File: src/hdl/tsolv_ram.sv
// generic single write, single read ram with registered read data
// no dependencies
`default_nettype none

module tsolv_ram #(
    parameter int WIDTH = 32,
    parameter int DEPTH = 64
) (
    input  wire logic                     i_clk,
    input  wire logic                     i_we,
    input  wire logic [$clog2(DEPTH)-1:0] i_waddr,
    input  wire logic [WIDTH-1:0]         i_wdata,
    input  wire logic [$clog2(DEPTH)-1:0] i_raddr,
    output logic      [WIDTH-1:0]         o_rdata
);

    logic [WIDTH-1:0] r_mem [DEPTH];

    // write port and registered read port
    always_ff @(posedge i_clk) begin
        if (i_we) begin
            r_mem[i_waddr] <= i_wdata;
        end
        o_rdata <= r_mem[i_raddr];
    end

endmodule

`default_nettype wire

File: config.mk
export PLATFORM = sky130hd
export DESIGN_NAME = tsolv_ram
export DESIGN_NICKNAME = d
export VERILOG_FILES = /design/src/hdl/tsolv_ram.sv
export SDC_FILE = /design/constraint.sdc
export NUM_CORES = 2
export LEC_CHECK = 0
export BUFFER_PORTS_ARGS = -buffer_cell sky130_fd_sc_hd__buf_2
export CORE_ASPECT_RATIO = 0.9
export CORE_MARGIN = 2
export CORE_UTILIZATION = 40
export CTS_CLUSTER_DIAMETER = 30
export DETAILED_ROUTE_END_ITERATION = 12
export MAX_ROUTING_LAYER = met4
export PLACE_DENSITY_LB_ADDON = 0.2
export SYNTH_ARGS = -nofsm -noshare
export SYNTH_HDL_FRONTEND = slang
export SYNTH_SLANG_ARGS = --single-unit
File: constraint.sdc
create_clock -name i_clk -period 8.7 [get_ports i_clk]
set_input_delay 1.74 -clock i_clk [delete_from_list [all_inputs] [get_ports i_clk]]
set_output_delay 1.74 -clock i_clk [all_outputs]
set_load 0.02 [all_outputs]
======== After elaboration in Yosys (flattened, before gate mapping) ========
Memories as Yosys holds them, arrays and structs flattened. A register that Yosys moved wholly into a read port is not among the register bits.
Cells that the tools add are included.
Widths: inputs -> output; s select.
word-level totals
  bits in registers ....................... 0
  bits in latches ......................... 0
  RAM bits ................................ 2048
  memory bits (read-only) ................. 0
  bits of input ports ..................... 46
  output and inout bits ................... 32
  word-level logic and storage cells ...... 3
  memories ................................ 1
memory list
  name   words  width  read ports  clocked after Yosys merged registers in  wr ports  RTL line  RTL
  r_mem  64     32     1           1                                        1         17        logic [WIDTH-1:0] r_mem [DEPTH];
cells by class
  add/sub/neg operators ................... 0
  multiply operators ...................... 0
  div/mod/pow operators ................... 0
  magnitude comparators ................... 0
  eq/ne operators ......................... 0
  shift-type cells ........................ 0
  multiplexer cells ....................... 2
  bitwise operators ....................... 0
  reductions and logical operators ........ 0
operators with widths
  cell    number
  $mux 1  2

======== Longest topological paths before layout ========
  depth in word-level cells ............... 2
  mapped depth ............................ 10
  depth with buffers taken out ............ 5

======== Worst setup path before layout ========
No wires, ideal clock.
  path type ............................... input port to flip-flop
  start ................................... in i_waddr[3]
  end ..................................... mem r_mem[48][0] (enable)
  arrival ................................. 4.439 ns
  required time ........................... 8.239 ns
  path slack .............................. 3.800 ns
  stages .................................. 4
  path buffers ............................ 1
  cell sequence ........................... clkbuf_1 -> nor2b_1 -> nand4b_1 -> nor3_1
RTL lines
  element          RTL line  RTL
  start, declared  11        input wire logic [$clog2(DEPTH)-1:0] i_waddr,
  end, declared    17
No word-level cell before the write port.

==> metrics <==
Worst R2R Start r_mem[63][18]; Port-buffer cells 77; gr ovfl total 0; maximum vdd drop ~0.19 mV; clock power share 55.4%; CTS Hold Bufs 0; RSZ-0062 raised after global routing false; max_cap viols 0; Detailed Route Iter0 Violations slightly below 5,000; Synth Area in Compound Gates 1.673%; Critical Path Start i_raddr[0]; Post-Synthesis Cells 3,324; largest net degree at the start of global routing 100; Syn Std Cell Area around 0.079 mm2; drt wl/cell 33.05 um; Clock Tree Buf Depth 4; register area between 0.06 and 0.07 mm2; clk sink count about 2,100; sw frac a little over a fifth; initial antenna violation count 28; initial core utilization around two fifths; postcts setup bufs 0; Final Power approximately 28 mW; clock root buffer master clkbuf_16; placed cell areas slightly above 0.08 mm2; post-synthesis register bit count between 2,000 and 2,500; Seq/Total Area, Yosys roughly four fifths; Synth Flop Type edfxtp_1; I/O Pins between 70 and 80; GRT Total Usage 22.61%; Synth area leaders edfxtp_1, mux4_2, mux2i_1; DRT antenna net count 0; status finished, final reports clean; arrival time of the worst setup path ~5600 ps; Die Ht around 420 um; CTS tree built; final hold vios 0; ratio of cells with drive above 1 in the final layout a little over a third; fin cells roughly 6,700; Fill cells 15,667; cell with the most instances after synthesis edfxtp_1; total die area between 0.15 and 0.2 mm2; sequential power share about two fifths; DRC Markers 0; clock buffer count from CTS approximately 390; H-Tree Depth 5; adder-cell share of the synthesized area 0%; share of the synthesized area in the top cell type about four fifths; Cell Int Power ~22 mW; drt first pass iters 5; main combinational cell family by area after synthesis multiplexers; minimum clock period around 4800 ps; Worst-Skew Late Latency between 900 and 1000 ps; Post-synth EDFFs just over 2,000; Vias per Instance 5.702; Simple-Gate Fraction of Synth Area under 10%; Setup crit end kind register; Setup-failing EPs final 0; hpwl dp around 110,000 um; Worst Setup Start Kind input pin; slew margin rel. about 13%; critical path class input pin to register; syn_nets approximately 3,400; XOR/XNOR share of the synthesized area 0%; num rows about 150; Die Span X 471.0 um; CTS resizes 0; mux share of post-synthesis cell area between 15 and 20%; placer congestion estimate roughly 0.77; Max Transition Viols Final 0; DR vias about 38,000; fraction of registers with async set/reset 0%; Area growth syn-to-layout 22.72%; Core Box Area about 0.20 mm2; f_max 206.9 MHz; Tcrit/Tclk final a little under three fifths; Net Sw Power 5.883 mW; worst clock skew roughly 75 ps; combinational share of power under 10%; vias in the first global route between 30,000 and 40,000; Hold WS about 740 ps; Worst Hold Class register to register; Total Neg Setup Slack 0 ps; area leader, netlist edfxtp_1; worst-path fanout max 51; wirelength, routed 219,800 um; Pwr per Cell Area about 290 mW/mm2; count of different cell masters after synthesis 34; Min-Delay Startpoint r_mem[12][20]; Placed Instances a little under 6,000; Post-Syn Area per Cell 23.62 um2; first-pass GRT wire length about 310,000 um; Yosys warnings 0; synth cell count leaders edfxtp_1, mux4_2, nor2_1; area of the multi-input gates approximately 0.016 mm2; Layout Nets approximately 3,800; clock transition at the registers of the reported paths 50 ps; Worst-Margin Slew 1301 ps; fin area ~0.096 mm2; Pleak 30.93 nW; Worst EP required roughly 9400 ps
critical path, stage by stage:
cell      delay [ps]
buf_8            450
buf_12           410
buf_4            620
mux4_2           590
mux2i_1          210
nor2_1            70
a311oi_1        1000
nor3_1           180
power by group through the flow:
| stage | Combinational (mW) | Sequential (mW) | Clock [mW] |
|---|---|---|---|
| 6_report | 1.09 | 11.2 | 15.2 |
| 5_1_grt | 1.15 | 11.2 | 16.0 |
| 4_1_cts | 1.11 | 11.2 | 15.5 |
| 3_5_place_dp | 1.11 | 11.4 | 0 |
| 3_3_place_gp | 1.10 | 11.4 | 0 |
| 2_1_floorplan | 0.540 | 11.4 | 0 |
flip-flops by register name, summed over array words and instances, names as in the netlist:
name	count
r_mem	2048
o_rdata	32
layout make-up:
class,count,area share (%)
multi-input cells,1062,16.59
clock inverters,265,3.257
well taps,2574,3.342
clock buffers,445,10.66
diodes,8,0.02078
flip-flops and latches,2080,64.49
repair buffers,217,1.632
placed cells by master (no fill, tap or decap), types with 6 or more instances in the layout:
cell type / n
a311oi_1: 8
a22oi_1: 12
diode_2: 8
nor2_1: 75
mux4_2: 544
clkbuf_1: 33
inv_6: 36
clkbuf_8: 14
nand2_1: 26
a21oi_1: 62
clkbuf_16: 398
clkinvlp_4: 38
dfxtp_1: 32
o22ai_1: 84
nor2b_1: 14
nor2_4: 62
clkinv_2: 54
edfxtp_1: 2048
clkinv_4: 39
clkinv_1: 30
buf_4: 132
nand2b_1: 6
mux2i_1: 93
inv_8: 10
buf_2: 73
o221ai_1: 27
buf_12: 8
bufinv_16: 55
path summary, 6_finish.rpt:
path	end	slack (ps)	depth (start not counted)
setup / recovery	o_rdata[17]	3870	8
hold / removal	o_rdata[20]	740	4
setup reg to reg	o_rdata[18]	6050	5
hold reg to reg	o_rdata[20]	740	4
kinds of logic after synthesis:
group,Yosys count
and+or+nand+nor,223
AOI/OAI and AO/OA,202
DFF,2080
buffers and inverters,182
muxes,637
layer usage:
metal	track usage (%)	vias to the layer above	wire length (um)
met3	4.346	327	15690
li1	-	15353	-
met4	6.313	0	5072
met2	34.48	1554	105500
met5	-	-	0
met1	31.28	20690	93590
per-stage QoR:
stage,util [%],setup slack [ps]
after global routing,49.31,3784
after floorplan,-,3800
after CTS,49.31,3896
after global placement,42.44,2942
after detailed placement,42.44,2924
final,49.32,3867
No activity file was read; power rests on OpenSTA's default activity.
