**src/hdl/tsolv_pkg.sv**
```systemverilog
// shared types, constants and the saturation helper for the tridiagonal solver
// no dependencies
`default_nettype none

package tsolv_pkg;

    localparam int DATA_W         = 32;
    localparam int ROW_W          = 6;
    localparam int WIDE_W         = 66;
    localparam int MAX_ROWS_DEF   = 64;
    localparam int FRAC_BITS_DEF  = 16;

    localparam logic [DATA_W-1:0] VMAX = 32'h7FFF_FFFF;
    localparam logic [DATA_W-1:0] VMIN = 32'h8000_0000;

    // status and result of the shared divider
    typedef struct packed {
        logic              done;
        logic              err;
        logic [DATA_W-1:0] quot;
    } t_div_res;

    // clamp a wide signed value to 32 bits, top bit flags saturation
    function automatic logic [DATA_W:0] sat32(input logic signed [WIDE_W-1:0] v);
        logic [DATA_W:0] res;
        if (v > $signed({{(WIDE_W-DATA_W){1'b0}}, VMAX})) begin
            res = {1'b1, VMAX};
        end else if (v < $signed({{(WIDE_W-DATA_W){1'b1}}, VMIN})) begin
            res = {1'b1, VMIN};
        end else begin
            res = {1'b0, v[DATA_W-1:0]};
        end
        return res;
    endfunction

endpackage

`default_nettype wire

```
**src/hdl/tsolv_div.sv**
```systemverilog
// shared fixed-point divider, one quotient bit per cycle, saturating
// depends on tsolv_pkg
`default_nettype none

module tsolv_div #(
    parameter int FRAC_BITS = tsolv_pkg::FRAC_BITS_DEF
) (
    input  wire logic                          i_clk,
    input  wire logic                          i_rst_n,
    input  wire logic                          i_start,
    input  wire logic [tsolv_pkg::DATA_W-1:0]  i_num,
    input  wire logic [tsolv_pkg::DATA_W-1:0]  i_den,
    output tsolv_pkg::t_div_res                o_res
);

    localparam int DW = tsolv_pkg::DATA_W;
    localparam int W  = DW + FRAC_BITS;
    localparam int CW = $clog2(W + 1);

    typedef enum logic [1:0] {S_IDLE, S_RUN, S_FIN} t_state;

    t_state          r_state;
    logic [W-1:0]    r_dvd;
    logic [DW-1:0]   r_rem;
    logic [DW-1:0]   r_dmag;
    logic            r_neg;
    logic [CW-1:0]   r_cnt;
    logic            r_done;
    logic            r_err;
    logic [DW-1:0]   r_quot;

    logic [DW-1:0]   nmag;
    logic [DW-1:0]   dmag;
    logic [DW:0]     shifted;
    logic            ge;

    // operand magnitudes and the restoring step
    assign nmag    = i_num[DW-1] ? (~i_num + 1'b1) : i_num;
    assign dmag    = i_den[DW-1] ? (~i_den + 1'b1) : i_den;
    assign shifted = {r_rem, r_dvd[W-1]};
    assign ge      = shifted >= {1'b0, r_dmag};

    // sequencer, shift registers and result
    always_ff @(posedge i_clk) begin
        if (!i_rst_n) begin
            r_state <= S_IDLE;
            r_done  <= 1'b0;
            r_err   <= 1'b0;
        end else begin
            // done pulses after a zero divisor or the final step
            r_done <= (r_state == S_FIN)
                      || ((r_state == S_IDLE) && i_start && (i_den == '0));
            case (r_state)
                S_IDLE: begin
                    if (i_start) begin
                        if (i_den == '0) begin
                            r_err  <= 1'b1;
                            if (i_num == '0) begin
                                r_quot <= '0;
                            end else if (i_num[DW-1]) begin
                                r_quot <= tsolv_pkg::VMIN;
                            end else begin
                                r_quot <= tsolv_pkg::VMAX;
                            end
                        end else begin
                            r_dvd   <= {nmag, {FRAC_BITS{1'b0}}};
                            r_rem   <= '0;
                            r_dmag  <= dmag;
                            r_neg   <= i_num[DW-1] ^ i_den[DW-1];
                            r_cnt   <= CW'(W);
                            r_state <= S_RUN;
                        end
                    end
                end
                S_RUN: begin
                    r_rem <= ge ? DW'(shifted - {1'b0, r_dmag}) : shifted[DW-1:0];
                    r_dvd <= {r_dvd[W-2:0], ge};
                    r_cnt <= r_cnt - 1'b1;
                    if (r_cnt == CW'(1)) begin
                        r_state <= S_FIN;
                    end
                end
                S_FIN: begin
                    r_state <= S_IDLE;
                    if (r_neg) begin
                        if (r_dvd > {{(W-DW){1'b0}}, tsolv_pkg::VMIN}) begin
                            r_quot <= tsolv_pkg::VMIN;
                            r_err  <= 1'b1;
                        end else begin
                            r_quot <= ~r_dvd[DW-1:0] + 1'b1;
                            r_err  <= 1'b0;
                        end
                    end else begin
                        if (r_dvd > {{(W-DW){1'b0}}, tsolv_pkg::VMAX}) begin
                            r_quot <= tsolv_pkg::VMAX;
                            r_err  <= 1'b1;
                        end else begin
                            r_quot <= r_dvd[DW-1:0];
                            r_err  <= 1'b0;
                        end
                    end
                end
                default: r_state <= S_IDLE;
            endcase
        end
    end

    assign o_res.done = r_done;
    assign o_res.err  = r_err;
    assign o_res.quot = r_quot;

endmodule

`default_nettype wire

```
**config.mk**
```make
export PLATFORM = sky130hd
export DESIGN_NAME = tsolv_div
export DESIGN_NICKNAME = d
export VERILOG_FILES = /design/src/hdl/tsolv_pkg.sv /design/src/hdl/tsolv_div.sv
export SDC_FILE = /design/constraint.sdc
export NUM_CORES = 1
export LEC_CHECK = 0
export ABC_AREA = 1
export BUFFER_PORTS_ARGS = -buffer_cell sky130_fd_sc_hd__buf_2
export CORE_MARGIN = 2
export CORE_UTILIZATION = 25
export DETAILED_ROUTE_END_ITERATION = 7
export GPL_TIMING_DRIVEN = 0
export HOLD_SLACK_MARGIN = 0.06
export PLACE_DENSITY = 0.41
export SLEW_MARGIN = 15
export SYNTH_ARGS = -nofsm -noshare
export SYNTH_HDL_FRONTEND = slang
export SYNTH_SLANG_ARGS = --single-unit
```
**constraint.sdc**
```tcl
create_clock -name i_clk -period 9.5 [get_ports i_clk]
set_clock_uncertainty 0.2 [all_clocks]
set_input_delay 1.9 -clock i_clk [delete_from_list [all_inputs] [get_ports i_clk]]
set_output_delay 1.9 -clock i_clk [all_outputs]
set_load 0.02 [all_outputs]
```
* Yosys cells after proc, flatten, opt, wreduce, memory -nomap -nowiden *
Index checks and enable logic that the tools add are counted.

operators by class
  add/subtract/negate cells = 5
  $lt $le $gt $ge = 3
  equal/unequal tests = 7
  muxes and demuxes = 30
  bitwise logic cells = 5
  reductions and logical operators = 13

operators with widths
  cell                     number
  $mux W32                 11
  $pmux W32 S2             2
  $add A32 B1 Y32 const B  3
  $mux W48                 2
  $not A32 Y32             3
  $pmux W48 S2             1
  $logic_not A32 Y1        2
  $gt A48 B31 Y1 const B   1
  $gt A48 B32 Y1 const B   1
  $ge A33 B32 Y1           1
  $sub A32 B32 Y32         1
  $mux W31                 1
  $mux W6                  2
  $pmux W6 S2              1
  $reduce_and A4 Y1        3
  $eq A6 B1 Y1 const B     1
  $mux W2                  3
  $ne A2 B2 Y1 const B     3
  $reduce_and A3 Y1        2
  $sub A6 B1 Y6 const B    1
  $mux W1                  5
  $pmux W2 S2              1
  $reduce_bool A2 Y1       2
  $eq A2 B1 Y1 const B     1
  other kinds (8)          9

word-level totals
  register bits = 155
  input port bits = 67
  output and inout bits = 34

* Longest topological paths before layout *
Gate-level depths: netlist of the first run.

  depth in word-level cells = 6
  mapped depth = 17
  gate-level depth less buffers = 15

* Worst setup path before layout of the first run *
No wires, ideal clock.

  path kind = in2reg
  start point = in i_den[0] (netlist name)
  end point = reg r_cnt[0], enable pin
  arrival time = 8,565 ps
  path slack = 76 ps
  stages = 7
  cells stage by stage = inv_1 > ha_1 > nand3_1 > nor2_1 > nand2_1 > nor2_1 > a211oi_1

on the way
  cells in the longest elaborated chain, start to end = 3

RTL lines
  element                      line             RTL
  from (decl)                  tsolv_div.sv:12  input wire logic [tsolv_pkg::DATA_W-1:0] i_den,
  $logic_not A32 Y1            tsolv_div.sv:56  if (i_den == '0) begin
  $ne A2 B2 Y1 (no line)       --
  $reduce_and A4 Y1 (no line)  --
  to (signal assigned)         tsolv_div.sv:70  r_cnt <= CW'(W);
  to (signal assigned)         tsolv_div.sv:78  r_cnt <= r_cnt - 1'b1;
  to (decl)                    tsolv_div.sv:27  logic [CW-1:0] r_cnt;

Every way passes these cells.
A chain may end at the register's enable or synchronous reset.

* Final worst setup path of the first run *
  start point = in i_den[0] (netlist name)
  end point = reg r_quot[6], enable pin

on the way
  cells in the longest elaborated chain, start to end = 3

RTL lines
  element                      line             RTL
  $logic_not A32 Y1            tsolv_div.sv:56
  $ne A2 B1 Y1 (no line)       --
  $reduce_and A4 Y1 (no line)  --
  to (signal assigned)         tsolv_div.sv:61  r_quot <= tsolv_pkg::VMIN;
  to (signal assigned)         tsolv_div.sv:63  r_quot <= tsolv_pkg::VMAX;
  to (signal assigned)         tsolv_div.sv:87  r_quot <= tsolv_pkg::VMIN;
  to (decl)                    tsolv_div.sv:30  logic [DW-1:0] r_quot;

Every way passes these cells.

==> metrics.txt, run 1 <==
clock-pin slew on the worst setup and hold paths around 0.07 ns; first-pass GRT wire length approximately 63000 um; Post-CTS Setup Bufs 0; Post-Synth Adder-Cell Area 0.0392; clk_lat worst skew around 0.46 ns; synth top area cells edfxtp_1 37%, nand2_1 16%, inv_1 7.9%, nor2_1 7.6%, nand3_1 5.9%; Slew @ Worst Pin around 1.1 ns; Sw Pwr between 600 and 700 uW; DR iter-0 viols 668; Synth Area in Compound Gates 0.0544; cts hold-fix bufs 0; clock share of power 0.348; Vias/cell roughly 4.4; Die ar. around 50000 um2; # port buffers 100; GPL Wtd Cong approximately 0.92; CP Class input port to register; Tcrit/Tclk final 0.441; Reg power frac 0.404; Peak Freq 239 MHz; mux contribution to synthesized area 0; initial antenna violation count 0; chip width about 230 um; CTS tree yes; IO Pins roughly 100; Post-synth EDFFs 151; placed cells about 2600; Seq cells post-synth between 150 and 200; post-DP HPWL around 33000 um; Post-route DRC 0; Final Non-Filler Cells 2583; Ys Warns 0; vias in the first global route about 11000; Int Power between 1 and 1.5 mW; switching share of power 0.331; ys flop type edfxtp_1; Yosys top cell area share 0.368; grt ovf 0; routed wire length a little over 40000 um; Initial Util 0.252; worst vdd ir about 130 uV; antenna-violating nets left 0; fill cell instance count of the final layout roughly 5500; Synth top cells by count 540 x nand2_1, 259 x inv_1, 250 x nor2_1, 151 x edfxtp_1, 145 x nand3_1; combinational family with the most area after synthesis simple AND/OR/NAND/NOR gates; Req. time, crit path 9.46 ns; run status finished, final reports clean; final setup fails 0; Hold Fails Final Rpt 0; Die Y around 230 um; post-cts resize count 0; CP Capture Type register; Post-Syn Area roughly 12000 um2; Rows 81; Simple-Gate Fraction of Synth Area 0.372; TritonCTS Buffers 17; startpoint types input port; Worst EP arrival around 4.2 ns; maximum root-to-sink buffer count 2; xor/xnor share of the synthesized area 0.0540; Max H-tree Level 4; Worst Hold Class register to register; Yosys cell types 43; worst relative slew slack 0.237; Comb power frac 0.247; most frequent cell after synthesis nand2_1; Synth area leader edfxtp_1; core area 48800 um2; asr flop ratio synth 0; DRT Pass-1 Iters 4; min Tclk post-route between 4 and 5 ns; pin count of the biggest net entering global routing 27; register area share after synthesis 0.374; Pwr per Cell Area 145 nW/um2; TritonCTS Sinks around 160; syn nets approximately 1900; fin. max-slew vios 0; setup TNS 0 ns; Max-Cap Viols 0; layout net count ~2000; Leak Pwr 6.62 nW; Clock Root Buffer clkbuf_16; share of cells above drive strength 1 0.116; diodes inserted 0; Syn Area/Cell between 6 and 7 um2; All-Layer GR Usage 0.162; P&R area growth vs syn 17.0%; routed via count 11400; unrepaired setup endpoints after global routing no; drt wl/cell around 16 um; synthesized instance count ~1800; worst-path fanout max 26
[through the flow]
step                cell area [um2]  hold slack [ns]  worst slack [ns]  total power, mW   util
floorplan                     12300            0.320            0.0763             1.21      -
global placement              13700            0.334             -4.23             1.38  0.280
detailed placement            13800            0.337              4.80             1.38  0.283
CTS                           14400            0.354              5.31             2.11  0.295
global route                  14400            0.385              5.11             2.21  0.295
finish                        14400            0.353              5.31             2.09  0.295
[flip-flops by register name, indices dropped and copies added (netlist names)]
signal,cells
r_dvd,48
r_dmag,32
r_quot,32
r_rem,32
r_cnt,6
r_state,2
r_done,1
r_err,1
r_neg,1
[power by group through the flow]
stage | clock (mW) | sequential, mW | combinational [mW]
floorplan | 0 | 0.849 | 0.357
global placement | 0 | 0.868 | 0.509
detailed placement | 0 | 0.858 | 0.519
CTS | 0.749 | 0.843 | 0.521
global route | 0.778 | 0.848 | 0.587
finish | 0.727 | 0.844 | 0.516
[area by class of cell]
| type | count | area (um2) | area share |
|---|---|---|---|
| plain buffers | 48 | 273 | 0.0189 |
| clock buffers | 18 | 429 | 0.0298 |
| clock inverters | 13 | 166 | 0.0115 |
| inverters | 274 | 1030 | 0.0715 |
| multi-input cells | 1302 | 6440 | 0.446 |
| flip-flops and latches | 155 | 4610 | 0.320 |
| well taps | 664 | 831 | 0.0576 |
| repair buffers | 109 | 643 | 0.0446 |
[final timing paths]
kind / endpoint / depth (start not counted) / startpoint / slack (ns)
min: r_dvd[46] / 2 / r_dvd[45] / 0.35
min reg2reg: r_dvd[46] / 2 / r_dvd[45] / 0.35
max: r_quot[6] / 10 / i_den[0] / 5.31
max reg2reg: r_quot[29] / 6 / r_state[1] / 6.41
[critical path: stages]
cell	delay, ns
buf_2	0.11
inv_1	0.07
ha_1	0.18
nand3_1	0.14
nor2_1	0.12
nand2_1	0.05
nor2_1	0.46
nand3_1	0.31
a21oi_4	0.52
buf_16	0.24
[cells by family after synthesis]
logic type               Yosys count
AO/OA/AOI/OAI                    124
adder cells (fa/ha/maj)           38
XOR/XNOR                          76
buffers and inverters            322
AND/OR/NAND/NOR                 1064
flip-flops                       155
[layer usage]
layer  global-route usage  share of wire  vias up
met5                    0              0        -
met4               0.0535          0.020        0
met3               0.0213          0.035       35
met2                0.248           0.44      196
met1                0.234           0.51     5307
li1                     -              -     5908
[cells in the final DEF, fill, tap and decap left out, types with 3 or more instances in the layout]
cell,count
nand3b_1,30
ha_1,37
clkinv_2,3
inv_1,259
nand2_2,13
xnor2_1,9
or2_2,7
nand3_1,145
buf_4,3
buf_2,105
and2_1,9
nor2_4,5
edfxtp_1,151
nor2_1,249
clkbuf_1,28
clkbuf_16,17
buf_1,3
inv_2,14
a31oi_1,6
a21oi_1,29
xor2_1,67
o211ai_1,3
dfxtp_1,4
o21ai_0,74
nor2_2,14
bufinv_16,3
nor3_1,15
nand2_1,540
buf_6,16
nand4_1,28
Power figures use the tool's default switching activity.
==> run 2: changes to the inputs <==
--- a/config.mk
+++ b/config.mk
@@ -12,7 +12,7 @@
 export DETAILED_ROUTE_END_ITERATION = 7
 export GPL_TIMING_DRIVEN = 0
 export HOLD_SLACK_MARGIN = 0.06
-export PLACE_DENSITY = 0.41
+export PLACE_DENSITY = 0.4
 export SLEW_MARGIN = 15
 export SYNTH_ARGS = -nofsm -noshare
 export SYNTH_HDL_FRONTEND = slang
==> constraint.sdc (replaced) <==
create_clock -name i_clk -period 3.95 [get_ports i_clk]
set_clock_uncertainty 0.2 [all_clocks]
set_input_delay 0.79 -clock i_clk [delete_from_list [all_inputs] [get_ports i_clk]]
set_output_delay 0.79 -clock i_clk [all_outputs]
set_load 0.02 [all_outputs]
==> run 2 against run 1 <==
Worst hold slack got worse by 0.0019 ns. Critical endpoint is now r_quot[0]. Total power rose by 140%. Count of clock-buffer cells in the layout fell by 1. First-iteration DRC count fell by 0.30%. Via count fell by 0.80%. Clock power rose by 140%. Routed wire length fell by 1.6%. Setup slack got worse by 4.3 ns. Register-to-register slack got worse by 5.3 ns. Largest power group unchanged. Flip-flop and latch count did not move. Cell count barely moved.
==> metrics.txt, run 2 (synthesis results as in run 1) <==
core area approximately 49000 um2; highest cell delay on the worst timing path 0.66 ns; min Tclk post-route about 2.9 ns; dpl ws ~0.53 ns; diodes inserted 0; startpoint types input port; drt wl/cell ~15 um; final core occ 0.296; Pwr per Cell Area between 300 and 400 nW/um2; All-Layer GR Usage 0.160; worst-path fanout max 4; placed cells between 2000 and 3000; pin count of the biggest net entering global routing 31; routed wire length approximately 40000 um; cts hold-fix bufs 0; DR iter-0 viols approximately 670; # port buffers 100; Vias/cell ~4.4; final setup fails 0; chip width around 230 um; Worst Hold Endpoint r_dvd[36]; Reg2Reg Depth 12; unrepaired setup endpoints after global routing no; Setup crit start i_num[0]; Rows between 80 and 90; run status finished, final reports clean; reg2reg start r_dmag[29]; Max H-tree Level 4; Post-route DRC 0; worst relative slew slack 0.409; Pwr Total ~5 mW; Die Y 226 um; CP Capture Type register; DRT Pass-1 Iters 5; TritonCTS Sinks between 150 and 200; Worst Hold Class register to register; Worst Hold Launch r_dvd[35]; Die ar. 51100 um2; post-DP HPWL around 32000 um; most frequent cells in the layout 540 x nand2_1, 257 x inv_1, 248 x nor2_1; layout net count roughly 2000; slowest CP cell o21ai_1; Final Non-Filler Cells roughly 2600; Leak Pwr 6.62 nW; fin. max-slew vios 0; max FFs per register 48; worst setup margin about 1.0 ns; initial antenna violation count 0; most common cell after layout, fill and taps aside nand2_1; Initial Util 0.252; GPL Wtd Cong approximately 0.88; worst vdd ir 347 uV; P&R area growth vs syn 17.3%; Max-Cap Viols 0; Tcrit/Tclk final 0.736; worst hold path depth 2; antenna-violating nets left 0; Worst R2R End r_rem[23]; Clock Root Buffer clkbuf_16; first-pass GRT wire length a little over 60000 um; clk_lat worst skew ~0.48 ns; grt ovf 0; Peak Freq 344 MHz; routed via count 11400; Req. time, crit path 3.89 ns; share of cells above drive strength 1 0.120; Largest Register r_dvd; TritonCTS Buffers 17; reg-to-reg slack, setup 1.14 ns; vias in the first global route around 11000; CP Class input port to register; CTS tree yes; maximum root-to-sink buffer count 2; Worst EP arrival between 2 and 3 ns; Slew @ Worst Pin between 0.8 and 0.9 ns; Critical Path, Cell by Cell buf_2, inv_1, ha_1, nand4_1, nor2_1, nand3_1, nor2_1, nand3_1, o21ai_1, o21ai_0; Hold Fails Final Rpt 0; setup TNS 0 ns; post-cts resize count 0; IO Pins roughly 100; Post-CTS Setup Bufs 0; clock-pin slew on the worst setup and hold paths about 0.07 ns
==> run 2: area by class of cell <==
cell class / count / area (um2)
Fill cell: 5454 / 34400
Multi-Input combinational cell: 1302 / 6460
Sequential cell: 155 / 4610
Inverter: 274 / 1050
Tap cell: 664 / 831
Timing Repair Buffer: 109 / 638
Clock buffer: 17 / 425
Buffer: 48 / 273
Clock inverter: 15 / 159
==> run 2: metal layers <==
layer / GRT usage / wire length, um / up-vias
li1: - / - / 5928
met1: 0.216 / 19400 / 5227
met2: 0.267 / 18600 / 176
met3: 0.0243 / 1240 / 24
met4: 0.0431 / 467 / 0
met5: 0 / 0 / -
==> run 2: worst max-delay path by stage <==
stage          cells past startpoint  slack, ns         to
3_3_place_gp                       8      -1.86  r_rem[22]
5_1_grt                           10       0.89  r_quot[0]
4_1_cts                           10       1.07  r_quot[0]
2_1_floorplan                      7      -0.14   r_cnt[0]
6_report                          10       1.04  r_quot[0]
3_5_place_dp                      10       0.53  r_quot[0]
==> run 2: critical path: cells and delay by family <==
family                   cells  cell delay, ns
buffers and inverters        2            0.22
AO/OA/AOI/OAI                2            1.01
AND/OR/NAND/NOR              5            0.60
adder cells (fa/ha/maj)      1            0.22
==> run 2: metrics by stage <==
step	hold slack [ns]	instance area [um2]
5_1_grt	0.354	14500
2_1_floorplan	0.320	12400
3_3_place_gp	0.335	13700
4_1_cts	0.332	14500
3_5_place_dp	0.339	13900
6_report	0.351	14500
==> run 2: where the power goes <==
part	switching, mW	internal, mW	total, mW
logic	0.838	0.411	1.25
registers	0.0746	1.95	2.02
clock network	0.779	0.940	1.72
total	1.69	3.30	4.99
